==> config.mk <==
export PLATFORM = sky130hd
export DESIGN_NAME = demand_paging_translator
export DESIGN_NICKNAME = d
export VERILOG_FILES = /design/src/hdl/dpt_pkg.sv /design/src/hdl/dpt_age_unit.sv /design/src/hdl/demand_paging_translator.sv
export SDC_FILE = /design/constraint.sdc
export NUM_CORES = 2
export LEC_CHECK = 0
export BUFFER_PORTS_ARGS = -buffer_cell sky130_fd_sc_hd__buf_2
export CAP_MARGIN = 20
export CORE_ASPECT_RATIO = 0.9
export CORE_MARGIN = 2
export CORE_UTILIZATION = 25
export CTS_CLUSTER_SIZE = 16
export DETAILED_ROUTE_END_ITERATION = 10
export SKIP_CTS_REPAIR_TIMING = 1
export SYNTH_ARGS = -nofsm -noshare
export SYNTH_HDL_FRONTEND = slang
export SYNTH_SLANG_ARGS = --single-unit
export TNS_END_PERCENT = 100
==> constraint.sdc <==
create_clock -name clock -period 8.2 [get_ports clock]
set_clock_uncertainty 0.15 [all_clocks]
set_input_delay 0.41 -clock clock [delete_from_list [all_inputs] [get_ports clock]]
set_output_delay 0.41 -clock clock [all_outputs]
set_load 0.005 [all_outputs]
==> src/hdl/dpt_pkg.sv <==
// Shared types and constants for the demand paging translator.
// Depends on nothing; every other file in hdl/ imports it.
`default_nettype none

package dpt_pkg;

   // Default sizing handed to the top level parameters.
   localparam int DPT_VA_BITS        = 16;
   localparam int DPT_NUM_FRAMES     = 16;
   localparam int DPT_MIN_PAGE_SHIFT = 8;

   // Fixed architecture constants.
   localparam int MAX_PAGE_SHIFT = 12;
   localparam int ADDR_W         = 16;
   localparam int SHIFT_W        = 5;
   localparam int STAMP_W        = 32;
   localparam int COUNT_W        = 32;
   localparam int VICTIM_W       = 8;
   localparam int FRAME_OUT_W    = 4;
   localparam int SHIFT_CFG_W    = 4;
   localparam int FRAMES_CFG_W   = 5;
   localparam int CSR_INDEX_W    = 2;
   localparam int CSR_DATA_W     = 8;

   // Register indexes on the configuration port.
   typedef enum logic [CSR_INDEX_W-1:0] {
      CSR_PAGE_SHIFT    = 2'd0,
      CSR_FRAMES_IN_USE = 2'd1,
      CSR_REPLACE_MODE  = 2'd2
   } csr_reg_type;

   // Replacement policy codes.
   localparam logic MODE_FIFO = 1'b0;
   localparam logic MODE_LRU  = 1'b1;

   // Register values after reset.
   localparam logic [SHIFT_CFG_W-1:0]  RESET_PAGE_SHIFT    = 4'd12;
   localparam logic [FRAMES_CFG_W-1:0] RESET_FRAMES_IN_USE = 5'd16;
   localparam logic                    RESET_REPLACE_MODE  = MODE_FIFO;

   // Result of the shared age compare unit.
   typedef struct packed {
      logic [STAMP_W-1:0] age;
      logic               older;
   } age_result_type;

endpackage

`default_nettype wire

==> src/hdl/dpt_age_unit.sv <==
// Shared age compare unit used by the frame scan of the paging translator.
// Depends on dpt_pkg for the stamp width and the result struct.
`default_nettype none

module dpt_age_unit import dpt_pkg::*; (
   input  logic [STAMP_W-1:0] now_stamp,
   input  logic [STAMP_W-1:0] frame_stamp,
   input  logic [STAMP_W-1:0] best_age,
   output age_result_type     result
);

   // Age wraps modulo 2^32, so a wrapped access clock keeps the order.
   assign result.age   = now_stamp - frame_stamp;
   assign result.older = result.age > best_age;

endmodule

`default_nettype wire

==> src/hdl/demand_paging_translator.sv <==
// Demand paging translator top level: sequencer, page and frame stores, ring.
// Depends on dpt_pkg and dpt_age_unit.
//
// Each request on the req_ channel carries one virtual address. The block looks
// the page up, maps it on a fault (lowest free frame, else a FIFO or LRU victim)
// and returns one result on the rsp_ channel: physical address, hit, eviction
// details and saturating hit and fault counts. The csr_ channel writes the page
// shift, the frame count and the replacement mode; a write to either of the first
// two flushes every mapping, and it is taken only while idle.
// The time a fault takes is set by the frame scan, which reads one stamp a
// cycle from the stamp memory through the shared age unit, and for LRU by the
// ring compaction pass, which moves one entry a cycle through the single ring memory port.
// The block takes one request at a time; req_ready is high only while idle.
// The result sits in an output register, so the next request is accepted while
// an earlier result still waits; a stalled receiver only holds the block once a
// second result is ready. Reset restores the register defaults, empties all
// mappings and clears the counters and the access clock.
`default_nettype none

module demand_paging_translator import dpt_pkg::*; #(
   parameter int VA_BITS        = DPT_VA_BITS,
   parameter int NUM_FRAMES     = DPT_NUM_FRAMES,
   parameter int MIN_PAGE_SHIFT = DPT_MIN_PAGE_SHIFT
) (
   input  logic                    clock,
   input  logic                    reset,
   // Request channel
   input  logic                    req_valid,
   output logic                    req_ready,
   input  logic [ADDR_W-1:0]       req_virtual_address,
   // Result channel
   output logic                    rsp_valid,
   input  logic                    rsp_ready,
   output logic [ADDR_W-1:0]       rsp_physical_address,
   output logic                    rsp_hit,
   output logic                    rsp_evicted,
   output logic [VICTIM_W-1:0]     rsp_victim_page,
   output logic [FRAME_OUT_W-1:0]  rsp_frame_used,
   output logic [COUNT_W-1:0]      rsp_hit_count,
   output logic [COUNT_W-1:0]      rsp_fault_count,
   // Configuration write channel
   input  logic                    csr_valid,
   output logic                    csr_ready,
   input  logic [CSR_INDEX_W-1:0]  csr_index,
   input  logic [CSR_DATA_W-1:0]   csr_data
);

   localparam int PAGE_BITS  = VA_BITS - MIN_PAGE_SHIFT;
   localparam int PAGE_SLOTS = 1 << PAGE_BITS;
   localparam int FRAME_BITS = $clog2(NUM_FRAMES);
   localparam int NF_W       = $clog2(NUM_FRAMES + 1);
   localparam int CMP_W      = (NF_W > FRAMES_CFG_W) ? NF_W : FRAMES_CFG_W;
   localparam int SH_W       = (PAGE_BITS > ADDR_W) ? PAGE_BITS : ADDR_W;

   localparam logic [ADDR_W-1:0] VA_MASK = (VA_BITS >= ADDR_W) ? {ADDR_W{1'b1}} :
                                           ADDR_W'((64'd1 << VA_BITS) - 64'd1);
   localparam logic [FRAME_BITS-1:0] FRAME_LAST = FRAME_BITS'(NUM_FRAMES - 1);

   typedef enum logic [9:0] {
      S_IDLE      = 10'b0000000001,
      S_LOOKUP    = 10'b0000000010,
      S_SCAN      = 10'b0000000100,
      S_SCAN_LAST = 10'b0000001000,
      S_FIFO_GET  = 10'b0000010000,
      S_RM_RUN    = 10'b0000100000,
      S_RM_LAST   = 10'b0001000000,
      S_EVICT     = 10'b0010000000,
      S_MAP       = 10'b0100000000,
      S_RESP      = 10'b1000000000
   } state_type;

   function automatic logic [FRAME_BITS-1:0] ring_next(input logic [FRAME_BITS-1:0] i);
      if (i == FRAME_LAST) return '0;
      return i + 1'b1;
   endfunction

   function automatic logic [FRAME_BITS-1:0] ring_prev(input logic [FRAME_BITS-1:0] i);
      if (i == '0) return FRAME_LAST;
      return i - 1'b1;
   endfunction

   // Control and configuration registers.
   state_type                  state_ff, state_in;
   logic [SHIFT_CFG_W-1:0]     page_shift_ff, page_shift_in;
   logic [FRAMES_CFG_W-1:0]    frames_ff, frames_in;
   logic                       mode_ff, mode_in;
   logic [STAMP_W-1:0]         clock_ff, clock_in;
   logic [COUNT_W-1:0]         hit_total_ff, hit_total_in;
   logic [COUNT_W-1:0]         fault_total_ff, fault_total_in;
   logic [PAGE_SLOTS-1:0]      page_valid_ff, page_valid_in;
   logic [NUM_FRAMES-1:0]      busy_ff, busy_in;
   logic [FRAME_BITS-1:0]      head_ff, head_in;
   logic [FRAME_BITS-1:0]      tail_ff, tail_in;
   logic                       cmp_vld_ff, cmp_vld_in;
   logic                       rm_vld_ff, rm_vld_in;
   logic                       found_ff, found_in;
   logic                       rsp_valid_ff, rsp_valid_in;

   // Working registers of the request in flight.
   logic [PAGE_BITS-1:0]       page_ff, page_in;
   logic [ADDR_W-1:0]          offset_ff, offset_in;
   logic [FRAME_BITS-1:0]      frame_ff, frame_in;
   logic [FRAME_BITS-1:0]      scan_idx_ff, scan_idx_in;
   logic [FRAME_BITS-1:0]      idx_d_ff, idx_d_in;
   logic [STAMP_W-1:0]         best_age_ff, best_age_in;
   logic [FRAME_BITS-1:0]      rm_pos_ff, rm_pos_in;
   logic [FRAME_BITS-1:0]      rm_pos_d_ff, rm_pos_d_in;
   logic [FRAME_BITS-1:0]      rm_cnt_ff, rm_cnt_in;
   logic                       hit_ff, hit_in;
   logic                       evicted_ff, evicted_in;
   logic [PAGE_BITS-1:0]       victim_ff, victim_in;

   // Result registers.
   logic [ADDR_W-1:0]          rsp_pa_ff, rsp_pa_in;
   logic                       rsp_hit_ff, rsp_hit_in;
   logic                       rsp_evicted_ff, rsp_evicted_in;
   logic [VICTIM_W-1:0]        rsp_victim_ff, rsp_victim_in;
   logic [FRAME_OUT_W-1:0]     rsp_frame_ff, rsp_frame_in;
   logic [COUNT_W-1:0]         rsp_hits_ff, rsp_hits_in;
   logic [COUNT_W-1:0]         rsp_faults_ff, rsp_faults_in;

   // Memories and their registered read data.
   logic [FRAME_BITS-1:0]      pf_mem    [PAGE_SLOTS];
   logic [PAGE_BITS-1:0]       owner_mem [NUM_FRAMES];
   logic [STAMP_W-1:0]         stamp_mem [NUM_FRAMES];
   logic [FRAME_BITS-1:0]      ring_mem  [NUM_FRAMES];
   logic [FRAME_BITS-1:0]      pf_rd_ff;
   logic [PAGE_BITS-1:0]       owner_rd_ff;
   logic [STAMP_W-1:0]         stamp_rd_ff;
   logic [FRAME_BITS-1:0]      ring_rd_ff;

   logic                       pf_we, owner_we, stamp_we, ring_we;
   logic [FRAME_BITS-1:0]      stamp_waddr, ring_waddr, ring_wdata;
   logic [FRAME_BITS-1:0]      owner_raddr, ring_raddr;

   // Effective configuration and request decode.
   logic [SHIFT_W-1:0]         eff_shift;
   logic [CMP_W-1:0]           frames_ext;
   logic [FRAME_BITS-1:0]      nf_last;
   logic [ADDR_W-1:0]          va_req;
   logic [SH_W-1:0]            va_shifted;
   logic [PAGE_BITS-1:0]       page_req;
   logic [ADDR_W-1:0]          offset_mask;
   age_result_type             age_res;

   dpt_age_unit u_age (
      .now_stamp   (clock_ff),
      .frame_stamp (stamp_rd_ff),
      .best_age    (best_age_ff),
      .result      (age_res)
   );

   // Out-of-range register values are saturated where they are used; the lower
   // bound of the page shift is checked first.
   always_comb begin
      if (SHIFT_W'(page_shift_ff) < SHIFT_W'(MIN_PAGE_SHIFT)) begin
         eff_shift = SHIFT_W'(MIN_PAGE_SHIFT);
      end else if (SHIFT_W'(page_shift_ff) > SHIFT_W'(MAX_PAGE_SHIFT)) begin
         eff_shift = SHIFT_W'(MAX_PAGE_SHIFT);
      end else begin
         eff_shift = SHIFT_W'(page_shift_ff);
      end
   end

   assign frames_ext = CMP_W'(frames_ff);

   always_comb begin
      if (frames_ff == '0) begin
         nf_last = '0;
      end else if (frames_ext > CMP_W'(NUM_FRAMES)) begin
         nf_last = FRAME_LAST;
      end else begin
         nf_last = FRAME_BITS'(frames_ext - 1'b1);
      end
   end

   assign va_req      = req_virtual_address & VA_MASK;
   assign va_shifted  = SH_W'(va_req) >> eff_shift;
   assign page_req    = va_shifted[PAGE_BITS-1:0];
   assign offset_mask = (ADDR_W'(1) << eff_shift) - ADDR_W'(1);

   assign req_ready = (state_ff == S_IDLE);
   assign csr_ready = (state_ff == S_IDLE);

   always_comb begin
      state_in       = state_ff;
      page_shift_in  = page_shift_ff;
      frames_in      = frames_ff;
      mode_in        = mode_ff;
      clock_in       = clock_ff;
      hit_total_in   = hit_total_ff;
      fault_total_in = fault_total_ff;
      page_valid_in  = page_valid_ff;
      busy_in        = busy_ff;
      head_in        = head_ff;
      tail_in        = tail_ff;
      cmp_vld_in     = cmp_vld_ff;
      rm_vld_in      = rm_vld_ff;
      found_in       = found_ff;
      rsp_valid_in   = rsp_valid_ff;
      page_in        = page_ff;
      offset_in      = offset_ff;
      frame_in       = frame_ff;
      scan_idx_in    = scan_idx_ff;
      idx_d_in       = idx_d_ff;
      best_age_in    = best_age_ff;
      rm_pos_in      = rm_pos_ff;
      rm_pos_d_in    = rm_pos_d_ff;
      rm_cnt_in      = rm_cnt_ff;
      hit_in         = hit_ff;
      evicted_in     = evicted_ff;
      victim_in      = victim_ff;
      rsp_pa_in      = rsp_pa_ff;
      rsp_hit_in     = rsp_hit_ff;
      rsp_evicted_in = rsp_evicted_ff;
      rsp_victim_in  = rsp_victim_ff;
      rsp_frame_in   = rsp_frame_ff;
      rsp_hits_in    = rsp_hits_ff;
      rsp_faults_in  = rsp_faults_ff;
      pf_we          = 1'b0;
      owner_we       = 1'b0;
      stamp_we       = 1'b0;
      ring_we        = 1'b0;
      stamp_waddr    = frame_ff;
      ring_waddr     = tail_ff;
      ring_wdata     = frame_ff;
      owner_raddr    = frame_ff;
      ring_raddr     = (state_ff == S_RM_RUN) ? rm_pos_ff : head_ff;

      if (rsp_valid_ff && rsp_ready) begin
         rsp_valid_in = 1'b0;
      end

      unique case (state_ff)
         S_IDLE: begin
            if (csr_valid) begin
               case (csr_index)
                  CSR_PAGE_SHIFT: begin
                     page_shift_in = csr_data[SHIFT_CFG_W-1:0];
                     page_valid_in = '0;
                     busy_in       = '0;
                     head_in       = '0;
                     tail_in       = '0;
                  end
                  CSR_FRAMES_IN_USE: begin
                     frames_in     = csr_data[FRAMES_CFG_W-1:0];
                     page_valid_in = '0;
                     busy_in       = '0;
                     head_in       = '0;
                     tail_in       = '0;
                  end
                  CSR_REPLACE_MODE: begin
                     mode_in = csr_data[0];
                  end
                  default: begin
                  end
               endcase
            end
            if (req_valid) begin
               page_in   = page_req;
               offset_in = va_req & offset_mask;
               clock_in  = clock_ff + 1'b1;
               state_in  = S_LOOKUP;
            end
         end

         S_LOOKUP: begin
            victim_in  = '0;
            evicted_in = 1'b0;
            if (page_valid_ff[page_ff]) begin
               // Hit: refresh the use stamp of the frame that holds the page.
               hit_in      = 1'b1;
               frame_in    = pf_rd_ff;
               stamp_we    = 1'b1;
               stamp_waddr = pf_rd_ff;
               if (hit_total_ff != '1) begin
                  hit_total_in = hit_total_ff + 1'b1;
               end
               state_in = S_RESP;
            end else begin
               hit_in      = 1'b0;
               scan_idx_in = '0;
               cmp_vld_in  = 1'b0;
               if (fault_total_ff != '1) begin
                  fault_total_in = fault_total_ff + 1'b1;
               end
               state_in = S_SCAN;
            end
         end

         S_SCAN: begin
            // The stamp of the previous frame arrives in the cycle after its index.
            if (cmp_vld_ff && ((idx_d_ff == '0) || age_res.older)) begin
               best_age_in = age_res.age;
               frame_in    = idx_d_ff;
            end
            if (!busy_ff[scan_idx_ff]) begin
               frame_in = scan_idx_ff;
               state_in = S_MAP;
            end else begin
               idx_d_in   = scan_idx_ff;
               cmp_vld_in = 1'b1;
               if (scan_idx_ff == nf_last) begin
                  state_in = S_SCAN_LAST;
               end else begin
                  scan_idx_in = scan_idx_ff + 1'b1;
               end
            end
         end

         S_SCAN_LAST: begin
            if ((idx_d_ff == '0) || age_res.older) begin
               best_age_in = age_res.age;
               frame_in    = idx_d_ff;
            end
            cmp_vld_in = 1'b0;
            evicted_in = 1'b1;
            if (mode_ff == MODE_FIFO) begin
               state_in = S_FIFO_GET;
            end else begin
               rm_pos_in = head_ff;
               rm_cnt_in = '0;
               rm_vld_in = 1'b0;
               found_in  = 1'b0;
               state_in  = S_RM_RUN;
            end
         end

         S_FIFO_GET: begin
            // The oldest loaded frame is at the ring head.
            frame_in    = ring_rd_ff;
            head_in     = ring_next(head_ff);
            owner_raddr = ring_rd_ff;
            state_in    = S_MAP;
         end

         S_RM_RUN: begin
            // Close the gap left by the victim: once it has been seen, each
            // later entry moves back one place.
            if (rm_vld_ff) begin
               if (found_ff) begin
                  ring_we    = 1'b1;
                  ring_waddr = ring_prev(rm_pos_d_ff);
                  ring_wdata = ring_rd_ff;
               end
               if (ring_rd_ff == frame_ff) begin
                  found_in = 1'b1;
               end
            end
            rm_pos_in   = ring_next(rm_pos_ff);
            rm_pos_d_in = rm_pos_ff;
            rm_vld_in   = 1'b1;
            if (rm_cnt_ff == nf_last) begin
               state_in = S_RM_LAST;
            end else begin
               rm_cnt_in = rm_cnt_ff + 1'b1;
            end
         end

         S_RM_LAST: begin
            if (found_ff) begin
               ring_we    = 1'b1;
               ring_waddr = ring_prev(rm_pos_d_ff);
               ring_wdata = ring_rd_ff;
            end
            rm_vld_in = 1'b0;
            state_in  = S_EVICT;
         end

         S_EVICT: begin
            owner_raddr = frame_ff;
            state_in    = S_MAP;
         end

         S_MAP: begin
            if (evicted_ff) begin
               page_valid_in[owner_rd_ff] = 1'b0;
               victim_in = owner_rd_ff;
            end else begin
               victim_in = '0;
            end
            page_valid_in[page_ff] = 1'b1;
            busy_in[frame_ff]      = 1'b1;
            pf_we    = 1'b1;
            owner_we = 1'b1;
            stamp_we = 1'b1;
            ring_we  = 1'b1;
            // After an LRU eviction the ring slot just before the tail is free
            // again; any other fault appends at the tail.
            if (evicted_ff && (mode_ff == MODE_LRU)) begin
               ring_waddr = ring_prev(tail_ff);
            end else begin
               ring_waddr = tail_ff;
               tail_in    = ring_next(tail_ff);
            end
            state_in = S_RESP;
         end

         S_RESP: begin
            if (!rsp_valid_ff || rsp_ready) begin
               rsp_valid_in   = 1'b1;
               rsp_pa_in      = (ADDR_W'(frame_ff) << eff_shift) | offset_ff;
               rsp_hit_in     = hit_ff;
               rsp_evicted_in = evicted_ff;
               rsp_victim_in  = VICTIM_W'(victim_ff);
               rsp_frame_in   = FRAME_OUT_W'(frame_ff);
               rsp_hits_in    = hit_total_ff;
               rsp_faults_in  = fault_total_ff;
               state_in       = S_IDLE;
            end
         end

         default: begin
            state_in = S_IDLE;
         end
      endcase
   end

   always_ff @(posedge clock) begin
      if (reset) begin
         state_ff       <= S_IDLE;
         page_shift_ff  <= RESET_PAGE_SHIFT;
         frames_ff      <= RESET_FRAMES_IN_USE;
         mode_ff        <= RESET_REPLACE_MODE;
         clock_ff       <= '0;
         hit_total_ff   <= '0;
         fault_total_ff <= '0;
         page_valid_ff  <= '0;
         busy_ff        <= '0;
         head_ff        <= '0;
         tail_ff        <= '0;
         cmp_vld_ff     <= 1'b0;
         rm_vld_ff      <= 1'b0;
         found_ff       <= 1'b0;
         rsp_valid_ff   <= 1'b0;
      end else begin
         state_ff       <= state_in;
         page_shift_ff  <= page_shift_in;
         frames_ff      <= frames_in;
         mode_ff        <= mode_in;
         clock_ff       <= clock_in;
         hit_total_ff   <= hit_total_in;
         fault_total_ff <= fault_total_in;
         page_valid_ff  <= page_valid_in;
         busy_ff        <= busy_in;
         head_ff        <= head_in;
         tail_ff        <= tail_in;
         cmp_vld_ff     <= cmp_vld_in;
         rm_vld_ff      <= rm_vld_in;
         found_ff       <= found_in;
         rsp_valid_ff   <= rsp_valid_in;
      end
   end

   always_ff @(posedge clock) begin
      page_ff        <= page_in;
      offset_ff      <= offset_in;
      frame_ff       <= frame_in;
      scan_idx_ff    <= scan_idx_in;
      idx_d_ff       <= idx_d_in;
      best_age_ff    <= best_age_in;
      rm_pos_ff      <= rm_pos_in;
      rm_pos_d_ff    <= rm_pos_d_in;
      rm_cnt_ff      <= rm_cnt_in;
      hit_ff         <= hit_in;
      evicted_ff     <= evicted_in;
      victim_ff      <= victim_in;
      rsp_pa_ff      <= rsp_pa_in;
      rsp_hit_ff     <= rsp_hit_in;
      rsp_evicted_ff <= rsp_evicted_in;
      rsp_victim_ff  <= rsp_victim_in;
      rsp_frame_ff   <= rsp_frame_in;
      rsp_hits_ff    <= rsp_hits_in;
      rsp_faults_ff  <= rsp_faults_in;
   end

   // Page table: frame of each resident page, read while a request is accepted.
   always_ff @(posedge clock) begin
      if (pf_we) begin
         pf_mem[page_ff] <= frame_ff;
      end
      pf_rd_ff <= pf_mem[page_req];
   end

   // Owning page of each frame, read to find the victim of an eviction.
   always_ff @(posedge clock) begin
      if (owner_we) begin
         owner_mem[frame_ff] <= page_ff;
      end
      owner_rd_ff <= owner_mem[owner_raddr];
   end

   // Use stamps, read one frame a cycle by the scan.
   always_ff @(posedge clock) begin
      if (stamp_we) begin
         stamp_mem[stamp_waddr] <= clock_ff;
      end
      stamp_rd_ff <= stamp_mem[scan_idx_ff];
   end

   // Load-order ring of frames, oldest at the head.
   always_ff @(posedge clock) begin
      if (ring_we) begin
         ring_mem[ring_waddr] <= ring_wdata;
      end
      ring_rd_ff <= ring_mem[ring_raddr];
   end

   assign rsp_valid            = rsp_valid_ff;
   assign rsp_physical_address = rsp_pa_ff;
   assign rsp_hit              = rsp_hit_ff;
   assign rsp_evicted          = rsp_evicted_ff;
   assign rsp_victim_page      = rsp_victim_ff;
   assign rsp_frame_used       = rsp_frame_ff;
   assign rsp_hit_count        = rsp_hits_ff;
   assign rsp_fault_count      = rsp_faults_ff;

endmodule

`default_nettype wire
# == Yosys cells after proc, flatten, opt, wreduce, memory -nomap -nowiden ==
# Memories as Yosys holds them, arrays and structs flattened. A register that Yosys moved wholly into a read port is not among the register bits.
# Cells that the tools add are included.
# totals
memories,4
out_inout_bits,97
ramBits,1728
regBits,584
# memory_table
memory,depth,width,read_ports,rd_ports_with_merged_regs,write_ports,line,text
pf_mem,256,4,1,1,1,demand_paging_translator.sv:123,logic [FRAME_BITS-1:0] pf_mem [PAGE_SLOTS];
stamp_mem,16,32,1,1,1,demand_paging_translator.sv:125,logic [STAMP_W-1:0] stamp_mem [NUM_FRAMES];
owner_mem,16,8,1,1,1,demand_paging_translator.sv:124,logic [PAGE_BITS-1:0] owner_mem [NUM_FRAMES];
ring_mem,16,4,1,1,1,demand_paging_translator.sv:126,logic [FRAME_BITS-1:0] ring_mem [NUM_FRAMES];
# op_classes
bitwise,7
add_sub_neg,13
n_reduce_logical,46
shifts,3
n_mux,115
n_eq_ne,37
order_cmp,11
# ops
operator,n
$mux W256,4
$pmux W256 S2,1
$and A256 B256 Y256,1
$not A256 Y256,1
$or A256 B256 Y256,1
$mux W4,36
$add A32 B1 Y32 const B,3
$pmux W10 S9,1
$mux W32,2
$ne A32 B32 Y1 const B,2
$pmux W32 S2,1
$mux W10,6
$pmux W4 S2,6
$mux W1,38
$reduce_and A3 Y1,11
$gt A32 B32 Y1,1
$mux W16,2
$or A16 B16 Y16,2
$pmux W16 S2,1
$sub A32 B32 Y32,1
$ne A2 B2 Y1 const B,13
$add A4 B1 Y4 const B,5
$lt A8 B9 Y1 const B,2
$and A16 B16 Y16,1
52 further kinds,90

# == Depth between registers and ports, before layout ==
# depth
word_depth,10
depth_mapped,25
ltp_nobuf,25

# == Hierarchy ==
# A second synthesis with hierarchy kept.
# unflattened
hier_cells,7056
hier_area_um2,98279.3
# modules_own_cells
mod,cells_per_inst,area_each_um2,instances,seq_area_each_um2
demand_paging_translator,6624,95263.9,1,66383.7
dpt_age_unit,432,3015.4,1,0.0

# == Least setup slack after synthesis ==
# OpenSTA, ideal clock, no wires.
# synth_path
path_type,reg-to-reg
from,register frame_ff[1]
to,memory stamp_mem[2][0] (enable)
arrival_time_ps,6275
path_stages_with_launch,7
setup_ps,432
required_time_ps,7618
path_slack_ps,1343
period_less_slack_ps,6857
path_cell_list,edfxtp_1 > clkbuf_1 > nor2b_1 > nand2_1 > nor2_1 > nor2_1 > a21oi_1
# synth_via
elab_chain_cells,2
# synth_rtl
item,line,text
"start, declared",demand_paging_translator.sv:102,"logic [FRAME_BITS-1:0] frame_ff, frame_in;"
"start signal, assigned",demand_paging_translator.sv:458,frame_ff <= frame_in;
$mux W4,n/a,
$mux W4 (*),demand_paging_translator.sv:234,unique case (state_ff)
"end, declared",demand_paging_translator.sv:125,
# Every way passes the cells marked *; elsewhere a longest branch is shown, timed or not.

# == Worst setup path in the final report ==
# layout_path
from,register page_ff[0]
to,memory stamp_mem[13][30] (enable)
# layout_via
elab_chain_cells,6
# layout_rtl
item,line,text
"start, declared",demand_paging_translator.sv:100,"logic [PAGE_BITS-1:0] page_ff, page_in;"
"start signal, assigned",demand_paging_translator.sv:456,page_ff <= page_in;
$bmux W1 S8 (*),demand_paging_translator.sv:270,if (page_valid_ff[page_ff]) begin
$mux W1 (not written as such) (*),demand_paging_translator.sv:270,
$mux W1,demand_paging_translator.sv:270,
$pmux W1 S2,demand_paging_translator.sv:234,
$mux W1,demand_paging_translator.sv:495,if (stamp_we) begin
$mux W1 (not written as such),demand_paging_translator.sv:496,stamp_mem[stamp_waddr] <= clock_ff;
# Every way passes the cells marked *; elsewhere a longest branch is shown, timed or not. The select of a mux whose other input is x is not followed.

==> reports/results.ini <==
[outcome]
status=finished, final reports clean

[critical_path]
rr_startpoint=page_ff[0]
r2r_cells=12
cp_max_fo=84
crit_required_ns=8.60
worstPathArrival_ns=6.53
r2r-end=stamp_mem[13][30]
cp-start-kind=register
r2r_setup_slack_ns=2.07
crit_type=register to register
crit_path_end_kind=register

[global_routing]
grt_start_max_net_pins=186
antenna_found_initial=5
grt_pass1_wl_mm=394.8
grt_usage_pct=13.14
grt_pass1_vias=60607
grt-ovfl-total=0

[die]
start_util_pct=25.07
die-height_um=595.5
row_count=217
core_area_sq_um=387700
die_x_um=661.3
pin_count=128
die_area_sq_um=393800

[placed_design]
dp.cells=12161
portBuffers=124
gp_congestion=0.8504
dpl.hpwl_mm=164.9

[cells_and_area]
final_cells=12600
diodes=0
flow.area_growth_from_synthesis_pct=15.17
fillers=38731
drive_gt1_share_pct=13.20
layout_common_cells=1,912 x edfxtp_1, 1,102 x nand2_1, 455 x a21oi_1, 448 x dfxtp_1, 374 x inv_1
final_common_cell=edfxtp_1
nets=7382

[power_and_ir_drop]
power.density_nw_per_um2=250.0
p_leak_uw=0.03956
clockPowerShare_pct=37.4
switching_share_pct=27.17
switching_power_uw=7605
combPwrFrac_pct=14.4
pwr-share-seq_pct=48.2
p_int_uw=20390
peakVddDrop_v=0.0001929

[detailed_routing]
dr.pass1.iters=9
drt_iter0_drc=7455
vias=62050
wirelength_mm=270.3
vias_per_cell=4.925
wire_per_inst_um=21.45
ant_nets=0
drc=0

[logic_synthesis]
synth.distinct_cells=82
post-synth-top-area-cell=edfxtp_1
synth_seq_cells=2360
syn_inst=7199
synth_top_area_share_pct=59.07
synth_warnings=0
synthArstFlopShare_pct=0
yosys-top-cells-area=edfxtp_1 59%, dfxtp_1 9.2%, mux4_2 6.4%
yosysSeqAreaShare_pct=68.30
synth_edf_count=1912
synth.avg_cell_area_sq_um=13.50
ys.flop_type=edfxtp_1
synth.cell_area_sq_um=97200

[timing]
timing.final.crit_share_pct=74.75
fmax_mhz=163.1
setup_viol=0
report.final.hold_viol_count=0
fin_crit_ns=6.130
drv_slew=0
fin_setup_tns_ns=0
slew_headroom_pct=15.58
grt_setup_unrepaired=false
worst_slew_pin_slew_ns=1.263

[clocking]
cts.sinks=2360
cts-root-buf=clkbuf_16
clock_path_buffers=4
cts_max_level=4
clkLatencyLatePin_ns=0.91
cts_tree=yes
cts.clk_slew.worst_paths_ns=0.07
cts_made_buffers=217

[min_path]
worstHoldEndpoint=offset_ff[5]
hold_path_class=input port to register
hp-start=req_virtual_address[5]
hold_path_depth=2

[flow_run]
cap_viol_max_count=0

[sequential cells by signal, summed over array words and instances (netlist names), 64 cells and up]
register	count
page_valid_ff	256
ring_mem	64
owner_mem	128
stamp_mem	512
pf_mem	1024
[per-stage QoR]
stage	power (uW)	setup WS (ns)	hold WS (ns)	utilization (%)	area [sq um]
finish	27990	2.070	0.09794	28.87	111900
global route	28850	1.915	0.07823	28.87	111900
CTS	28050	2.044	-0.4942	28.76	111500
detailed placement	17690	2.132	0.2571	26.88	104200
global placement	17610	2.147	0.2524	26.85	104100
floorplan	16140	1.343	0.2503	-	97210
[power groups by stage]
stage	Sequential [uW]	Combinational, uW	Clock, uW
final	13500	4030	10500
after CTS	13500	3970	10600
after global placement	13700	3890	0
after detailed placement	13700	3950	0
after floorplan	13800	2330	0
after global routing	13500	4270	11100
[area by class of cell]
cell class | count | area [sq um] | area share (%)
Clock buffer | 287 | 5992 | 5.353
Clock inverter | 112 | 1282 | 1.146
Inverter | 377 | 1428 | 1.275
Multi-Input combinational cell | 4019 | 28150 | 25.15
Sequential cell | 2360 | 66380 | 59.30
Tap cell | 5146 | 6439 | 5.752
Timing Repair Buffer | 299 | 2268 | 2.026
[worst max-delay path by stage]
stage | start | end | slack [ns] | depth (start not counted)
finish | page_ff[0] | stamp_mem[13][30] | 2.07 | 12
global route | page_ff[0] | stamp_mem[13][19] | 1.91 | 12
CTS | clock_ff[0] | best_age_ff[24] | 2.04 | 22
detailed placement | clock_ff[0] | best_age_ff[30] | 2.13 | 22
global placement | clock_ff[0] | best_age_ff[21] | 2.15 | 22
floorplan | frame_ff[1] | stamp_mem[2][0] | 1.34 | 6
[cell usage after synthesis, types with 15 or more instances]
cell / count
a31oi_1: 100
o211ai_1: 263
o21a_1: 19
a21boi_0: 19
a311oi_1: 37
xor2_1: 59
ha_1: 76
nand2b_1: 18
nand2_1: 1105
dfxtp_1: 448
a22oi_1: 17
a21o_1: 44
xnor2_1: 69
nor2b_1: 33
o21ai_0: 108
nand3_1: 258
nor3_1: 64
nor2_1: 272
buf_1: 55
a21oi_1: 464
a221oi_1: 38
and3_1: 82
or3_1: 19
mux2i_1: 125
mux4_2: 278
edfxtp_1: 1912
nand4_1: 68
a22o_1: 15
clkbuf_1: 372
a211oi_1: 81
o221a_2: 15
and2_1: 57
inv_1: 375
[critical path: stages (launching register included)]
cell      delay, ns
edfxtp_1       0.40
buf_12         0.57
mux4_2         0.62
mux4_2         0.52
mux4_2         0.59
o21a_1         0.21
a211o_1        0.33
nand2_1        0.66
nor2_1         0.20
a31oi_1        0.63
nor2_1         0.12
a21o_2         0.44
buf_12         0.28
[metal layers]
layer	share of wire (%)	vias to the layer above	GRT usage, %
met5	0.010	-	0
met2	45	2968	20.47
met1	42	31381	18.36
met3	9.7	526	2.809
li1	-	27171	-
met4	2.9	4	3.797
[cells by family (layout without fill, tap and decap cells)]
kind of cell    after synthesis  in the layout  share of synthesized area (%)
compound gates             1331           1331                          9.013
xor+xnor                    128            128                          1.153
fa+ha+maj                    79             79                          1.020
buf+inv                     824           1075                          3.231
flops                      2360           2360                          68.30
mux                         415            415                          7.868
other cells                   2              6                       0.007726
simple gates               2060           2060                          9.410
No activity file was read; power rests on OpenSTA's default activity.
